[src/rtl/sstf_pkg.sv]
package sstf_pkg;

  localparam int MAX_REQUESTS_DEF = 16;
  localparam int CYL_BITS_DEF     = 12;

  localparam int CYL_FIELD_W   = 12;
  localparam int INDEX_FIELD_W = 4;
  localparam int SUM_W         = 16;
  localparam logic [SUM_W-1:0] SUM_MAX = 16'hFFFF;

  typedef struct packed {
    logic [CYL_FIELD_W-1:0] cylinder;
    logic                   last_request;
  } req_t;

  typedef struct packed {
    logic [INDEX_FIELD_W-1:0] served_index;
    logic [CYL_FIELD_W-1:0]   served_cylinder;
    logic [CYL_FIELD_W-1:0]   seek_distance;
    logic [SUM_W-1:0]         total_movement;
    logic                     truncated;
    logic                     last_result;
  } res_t;

  typedef struct packed {
    logic load;
    logic begin_batch;
    logic scan_rd;
    logic commit;
    logic last_service;
    logic clear_batch;
  } cmd_t;

endpackage

[src/rtl/sstf_ram.sv]
module sstf_ram #(
  parameter int WIDTH = 12,
  parameter int DEPTH = 16
) (
  input  logic                     clk,
  input  logic                     we,
  input  logic [$clog2(DEPTH)-1:0] waddr,
  input  logic [WIDTH-1:0]         wdata,
  input  logic [$clog2(DEPTH)-1:0] raddr,
  output logic [WIDTH-1:0]         rdata
);

  logic [WIDTH-1:0] mem [DEPTH];

  always_ff @(posedge clk) begin
    if (we) begin
      mem[waddr] <= wdata;
    end
    rdata <= mem[raddr];
  end

endmodule

[src/rtl/sstf_datapath.sv]
module sstf_datapath #(
  parameter int MAX_REQUESTS = sstf_pkg::MAX_REQUESTS_DEF,
  parameter int CYL_BITS     = sstf_pkg::CYL_BITS_DEF,
  localparam int IDX_W = $clog2(MAX_REQUESTS),
  localparam int CNT_W = $clog2(MAX_REQUESTS + 1)
) (
  input  logic                                clk,
  input  logic                                rst,
  input  sstf_pkg::cmd_t                      cmd,
  input  logic [IDX_W-1:0]                    scan_addr,
  input  sstf_pkg::req_t                      req,
  input  logic                                cfg_we,
  input  logic [sstf_pkg::CYL_FIELD_W-1:0]    cfg_wdata,
  output logic [CNT_W-1:0]                    count,
  output logic                                done,
  output sstf_pkg::res_t                      res
);

  logic [sstf_pkg::CYL_FIELD_W-1:0] start_head;
  logic [MAX_REQUESTS-1:0]          mask;
  logic                             overflow;
  logic [CYL_BITS-1:0]              head;
  logic [sstf_pkg::SUM_W-1:0]       sum;
  logic                             found;
  logic [CYL_BITS-1:0]              best_dist;
  logic [CYL_BITS-1:0]              best_cyl;
  logic [IDX_W-1:0]                 best_idx;
  logic                             rd_valid;
  logic [IDX_W-1:0]                 rd_idx;
  logic [CYL_BITS-1:0]              rdata;
  logic                             full;
  logic                             wr_en;
  logic [CYL_BITS-1:0]              head_gap;
  logic [sstf_pkg::SUM_W:0]         sum_wide;
  logic [sstf_pkg::SUM_W-1:0]       sum_next;

  assign full  = (count == CNT_W'(MAX_REQUESTS));
  assign wr_en = cmd.load && !full;

  sstf_ram #(
    .WIDTH(CYL_BITS),
    .DEPTH(MAX_REQUESTS)
  ) u_store (
    .clk  (clk),
    .we   (wr_en),
    .waddr(count[IDX_W-1:0]),
    .wdata(CYL_BITS'(req.cylinder)),
    .raddr(scan_addr),
    .rdata(rdata)
  );

  assign head_gap = (rdata >= head) ? (rdata - head) : (head - rdata);
  assign sum_wide = {1'b0, sum} + (sstf_pkg::SUM_W + 1)'(best_dist);
  assign sum_next = sum_wide[sstf_pkg::SUM_W] ? sstf_pkg::SUM_MAX
                                              : sum_wide[sstf_pkg::SUM_W-1:0];

  always_ff @(posedge clk) begin
    if (rst) begin
      start_head <= '0;
      mask       <= '0;
      count      <= '0;
      overflow   <= 1'b0;
      head       <= '0;
      sum        <= '0;
      found      <= 1'b0;
      rd_valid   <= 1'b0;
      done       <= 1'b0;
    end else begin
      if (cfg_we) begin
        start_head <= cfg_wdata;
      end
      rd_valid <= cmd.scan_rd;
      rd_idx   <= scan_addr;
      done     <= cmd.commit;

      if (cmd.load) begin
        if (full) begin
          overflow <= 1'b1;
        end else begin
          count <= count + CNT_W'(1);
        end
      end

      if (cmd.begin_batch) begin
        head  <= CYL_BITS'(start_head);
        sum   <= '0;
        found <= 1'b0;
      end

      if (rd_valid && !mask[rd_idx]) begin
        if (!found || head_gap < best_dist) begin
          found     <= 1'b1;
          best_dist <= head_gap;
          best_cyl  <= rdata;
          best_idx  <= rd_idx;
        end
      end

      if (cmd.commit) begin
        mask[best_idx]      <= 1'b1;
        head                <= best_cyl;
        sum                 <= sum_next;
        found               <= 1'b0;
        res.served_index    <= sstf_pkg::INDEX_FIELD_W'(best_idx);
        res.served_cylinder <= sstf_pkg::CYL_FIELD_W'(best_cyl);
        res.seek_distance   <= sstf_pkg::CYL_FIELD_W'(best_dist);
        res.total_movement  <= sum_next;
        res.truncated       <= overflow;
        res.last_result     <= cmd.last_service;
      end

      if (cmd.clear_batch) begin
        mask     <= '0;
        count    <= '0;
        overflow <= 1'b0;
      end
    end
  end

endmodule

[src/rtl/sstf_ctrl.sv]
module sstf_ctrl #(
  parameter int MAX_REQUESTS = sstf_pkg::MAX_REQUESTS_DEF,
  localparam int IDX_W = $clog2(MAX_REQUESTS),
  localparam int CNT_W = $clog2(MAX_REQUESTS + 1)
) (
  input  logic             clk,
  input  logic             rst,
  input  logic             start,
  input  logic             last_request,
  input  logic [CNT_W-1:0] count,
  output logic             busy,
  output sstf_pkg::cmd_t   cmd,
  output logic [IDX_W-1:0] scan_addr
);

  typedef enum logic [1:0] {
    S_IDLE,
    S_SCAN,
    S_DRAIN,
    S_COMMIT
  } state_t;

  state_t           state;
  logic [CNT_W-1:0] served;
  logic             accept;
  logic             scan_end;
  logic             final_service;
  logic [IDX_W-1:0] scan_idx_q;

  assign busy          = (state != S_IDLE);
  assign accept        = start && !busy;
  assign scan_addr     = scan_idx_q;
  assign scan_end      = (CNT_W'(scan_idx_q) + CNT_W'(1) == count);
  assign final_service = (served + CNT_W'(1) == count);

  always_comb begin
    cmd              = '0;
    cmd.load         = accept;
    cmd.begin_batch  = accept && last_request;
    cmd.scan_rd      = (state == S_SCAN);
    cmd.commit       = (state == S_COMMIT);
    cmd.last_service = (state == S_COMMIT) && final_service;
    cmd.clear_batch  = (state == S_COMMIT) && final_service;
  end

  always_ff @(posedge clk) begin
    if (rst) begin
      state      <= S_IDLE;
      served     <= '0;
      scan_idx_q <= '0;
    end else begin
      unique case (state)
        S_IDLE: begin
          if (accept && last_request) begin
            state      <= S_SCAN;
            served     <= '0;
            scan_idx_q <= '0;
          end
        end
        S_SCAN: begin
          if (scan_end) begin
            state <= S_DRAIN;
          end else begin
            scan_idx_q <= scan_idx_q + IDX_W'(1);
          end
        end
        S_DRAIN: begin
          state <= S_COMMIT;
        end
        S_COMMIT: begin
          scan_idx_q <= '0;
          if (final_service) begin
            state <= S_IDLE;
          end else begin
            served <= served + CNT_W'(1);
            state  <= S_SCAN;
          end
        end
        default: state <= S_IDLE;
      endcase
    end
  end

endmodule

[src/rtl/sstf_disk_request_scheduler_core.sv]
// channel   | ports                      | transaction
// ----------+----------------------------+---------------------------------------
// request   | start, busy, req           | start high and busy low at clk edge
// result    | done, res                  | done high for one cycle, no stall
// config    | cfg_we, cfg_wdata          | start_head written when cfg_we high
//
// a request that is not the last is taken at the clk edge and busy stays low
// the last request starts scheduling: each service scans every stored entry
// through the single store read port, then drains the read and commits the
// selection, and the batch finishes once every stored request is served
// synchronous reset clears batch state and start_head; the store needs no clear
// results cannot be held off and appear in the cycle after each commit
module sstf_disk_request_scheduler_core #(
  parameter int MAX_REQUESTS = sstf_pkg::MAX_REQUESTS_DEF,
  parameter int CYL_BITS     = sstf_pkg::CYL_BITS_DEF
) (
  input  logic                             clk,
  input  logic                             rst,
  input  logic                             start,
  output logic                             busy,
  input  sstf_pkg::req_t                   req,
  input  logic                             cfg_we,
  input  logic [sstf_pkg::CYL_FIELD_W-1:0] cfg_wdata,
  output logic                             done,
  output sstf_pkg::res_t                   res
);

  localparam int IDX_W = $clog2(MAX_REQUESTS);
  localparam int CNT_W = $clog2(MAX_REQUESTS + 1);

  sstf_pkg::cmd_t   cmd;
  logic [IDX_W-1:0] scan_addr;
  logic [CNT_W-1:0] count;

  sstf_ctrl #(
    .MAX_REQUESTS(MAX_REQUESTS)
  ) u_ctrl (
    .clk         (clk),
    .rst         (rst),
    .start       (start),
    .last_request(req.last_request),
    .count       (count),
    .busy        (busy),
    .cmd         (cmd),
    .scan_addr   (scan_addr)
  );

  sstf_datapath #(
    .MAX_REQUESTS(MAX_REQUESTS),
    .CYL_BITS    (CYL_BITS)
  ) u_dp (
    .clk      (clk),
    .rst      (rst),
    .cmd      (cmd),
    .scan_addr(scan_addr),
    .req      (req),
    .cfg_we   (cfg_we),
    .cfg_wdata(cfg_wdata),
    .count    (count),
    .done     (done),
    .res      (res)
  );

endmodule

[config.mk]
export PLATFORM = sky130hd
export DESIGN_NAME = sstf_disk_request_scheduler_core
export DESIGN_NICKNAME = d
export VERILOG_FILES = /design/src/rtl/sstf_pkg.sv /design/src/rtl/sstf_ram.sv /design/src/rtl/sstf_datapath.sv /design/src/rtl/sstf_ctrl.sv /design/src/rtl/sstf_disk_request_scheduler_core.sv
export SDC_FILE = /design/constraint.sdc
export NUM_CORES = 1
export LEC_CHECK = 0
export BUFFER_PORTS_ARGS = -buffer_cell sky130_fd_sc_hd__buf_2
export CORE_MARGIN = 5
export CORE_UTILIZATION = 57
export CTS_CLUSTER_SIZE = 10
export DETAILED_ROUTE_END_ITERATION = 8
export PLACE_DENSITY = 0.75
export SETUP_SLACK_MARGIN = 0.05
export SLEW_MARGIN = 20
export SYNTH_ARGS = -nofsm -noshare
export SYNTH_HDL_FRONTEND = slang
export SYNTH_SLANG_ARGS = --single-unit
[constraint.sdc]
create_clock -name clk -period 6.58 [get_ports clk]
set_input_delay 1.974 -clock clk [delete_from_list [all_inputs] [get_ports clk]]
set_output_delay 1.974 -clock clk [all_outputs]
set_load 0.05 [all_outputs]
==> impl_metrics.tcl <==
set metrics [dict create \
    outcome "complete, no violations" \
    grt_setup_unrepaired "no" \
    mappedNetlistArea_sq_um 15550 \
    hold_viol_final 0 \
    ant_nets 0 \
    critPathCaptureType "flip-flop" \
    crit_path_max_fanout 28 \
    p_total_w 0.006202 \
    die_w_um 175.2 \
    r2r-end "u_dp.best_dist[2]" \
    grt_max_degree 63 \
    clkSinkCount 358 \
    numPortBuffers 76 \
    dominantRegCellSynth "edfxtp_1" \
    clock.fmax_mhz 213.8 \
    grt_usage 0.2156 \
    synth_area_leaders "edfxtp_1 (52%), dfxtp_1 (11%), mux4_2 (8.8%)" \
    cts_buffers 42 \
    syn_inst 1096 \
    cts_tree "yes" \
    cts_resized 0 \
    via_per_inst 5.914 \
    cts_buffer_depth 3 \
    critPathLaunchType "flip-flop" \
    slew_headroom 0.3157 \
    post_cts_buffers 0 \
    worstHoldStart "u_dp.best_cyl[8]" \
    vdd_drop_max_uv 309.2 \
    gp_congestion 0.8780 \
    synth_top_area_frac 0.5214 \
    clkLatencyLatePin_ns 0.53 \
    rows 60 \
    setup_viol 0 \
    antenna_found_initial 2 \
    synthArstFlopShare 0 \
    final_max_slew_viol_count 0 \
    final_util 0.6530 \
    r2r-start "u_dp.u_store.rdata[5]" \
    diodes 0 \
    grt_pass1_wl_um 52090 \
    power.density_nw_per_um2 353.4 \
    worst_hold_path.endpoint "u_dp.res[38]" \
    yosysTopAreaCell "edfxtp_1" \
    io_pins 77 \
    overflow 0 \
    drc 0 \
    core-area_sq_um 26880 \
    syn_to_final_growth_pct 12.85 \
    grt_pass1_vias 9332 \
    drtIter0Drc 695 \
    wl_per_cell_um 21.07 \
    die_h_um 175.2 \
    syn_area_per_cell_sq_um 14.19 \
    syn_nets 1185 \
    wl_um 32790 \
    r2r_cells 15 \
    vias 9202 \
    tns_ns 0 \
    setup.worst_path.class "reg2reg" \
    cap_viol_max_count 0 \
    tightest_slew_ns 1.025 \
    ff2ff_setup_slack_ns 1.90 \
    cts_max_level 2 \
    ys_ff_latch 358 \
    final_cell_mix "edfxtp_1 (270), nor2_1 (86), dfxtp_1 (86)" \
    fillers 1928 \
    hp-class "reg2reg" \
    final_common_cell "edfxtp_1" \
    path_clk_slew_ns 0.05 \
    power.leakage_nw 6.381 \
    dieArea_sq_um 30690 \
    layout-drive-gt1-share 0.1967 \
    crit_arrival_ns 4.83 \
    synth_cell_types 67 \
    finalCritPeriodShare 0.7108 \
    start_util 0.5786 \
    critPathRequiredTime_ns 6.73 \
    yosysSeqAreaShare 0.6346 \
    nets 1270 \
    hold_buffers 0 \
    first_pass_iters 7 \
    cts_root_buf "clkbuf_16" \
    layout_min_cycle_time_ns 4.677 \
    yosys_warnings 0 \
    whs_path_depth 0 \
    clock_skew_ns 0.01948 \
    dp_hpwl_um 20500 \
    synth-edff-count 270 \
]
## per-layer routing
layer / up-vias / global-route usage / routed length [um] / part of all wire
li1: 4294 / - / - / -
met1: 4577 / 0.2782 / 13360 / 0.41
met2: 276 / 0.3864 / 17120 / 0.52
met3: 51 / 0.03592 / 1705 / 0.052
met4: 4 / 0.04714 / 581 / 0.018
met5: - / 0 / 21 / 0.00064
## cell families after synthesis
logic type / count (synthesis) / synth area share
compound gates: 188 / 0.07813
simple gates: 259 / 0.07837
xor+xnor: 29 / 0.01633
buf+inv: 111 / 0.03081
fa+ha+maj: 60 / 0.04972
flops: 358 / 0.6346
mux: 91 / 0.1120
## critical path, stage by stage, from the launching register on
cell       delay, ns
dfxtp_1         0.35
inv_1           0.05
ha_1            0.40
a211oi_1        0.28
nor2_1          0.11
o41ai_2         0.34
o2111ai_2       0.47
mux2i_1         0.33
xnor2_1         0.17
ha_1            0.28
a21o_1          0.16
a21o_1          0.17
a21o_2          0.21
a2111oi_2       0.36
nand2_1         0.15
inv_2           0.48
## power breakdown
part           total [W]  leakage (nW)  internal, W  switching, W
clock network    0.00210         0.596      0.00123      0.000874
logic            0.00139          2.62     0.000570      0.000822
registers        0.00270          3.16      0.00262     0.0000860
## synth_stat cells (14+ instances only)
library cell  count
ha_1             57
mux2i_1          24
a21oi_1          77
o21ai_0          31
nor2_1           93
nor3_1           14
edfxtp_1        270
xnor2_1          15
dfxtp_1          88
clkbuf_1         23
mux4_2           61
xor2_1           14
nand3_1          14
nand2_1          71
inv_1            58
buf_2            15
## sequential cells by signal (all words and copies together), names as in the netlist, 12 cells and up
signal / flops
u_dp.head: 12
u_dp.mask: 16
u_dp.best_dist: 12
u_dp.sum: 16
u_dp.res: 46
u_dp.u_store.rdata: 12
u_dp.u_store.mem: 192
u_dp.best_cyl: 12
u_dp.start_head: 12
## per-stage QoR
step           cell area [sq um]  setup WS [ns]  cells  hold WS, ns
6_report                   17550          1.903   1556       0.4468
5_1_grt                    17550          1.600   1556       0.4652
4_1_cts                    17520          1.543   1555       0.4489
3_5_place_dp               16260          1.579   1477       0.4363
3_3_place_gp               16260          1.710   1477       0.4346
2_1_floorplan              15550          2.329   1096       0.4029
## worst max path at each step
| stage | startpoint | to | cells after the start |
|---|---|---|---|
| after detailed placement | u_dp.u_store.rdata[5] | u_dp.best_cyl[2] | 15 |
| after global placement | u_dp.u_store.rdata[5] | u_dp.best_cyl[2] | 15 |
| final | u_dp.u_store.rdata[5] | u_dp.best_dist[2] | 15 |
| after CTS | u_dp.u_store.rdata[5] | u_dp.best_dist[2] | 15 |
| after floorplan | rst | u_dp.sum[7] | 6 |
| after global routing | u_dp.u_store.rdata[5] | u_dp.best_dist[1] | 15 |
## cell type report
cell class	instances	area, sq um	share of cell area
sequential	358	9874	0.5627
clock inverter	4	67.56	0.003850
tap	341	426.7	0.02431
timing repair buffer	93	528.0	0.03009
inverter	59	221.5	0.01262
multi-input combinational	627	5240	0.2986
clock buffer	74	1191	0.06787
(Power assumes the default switching activity.)
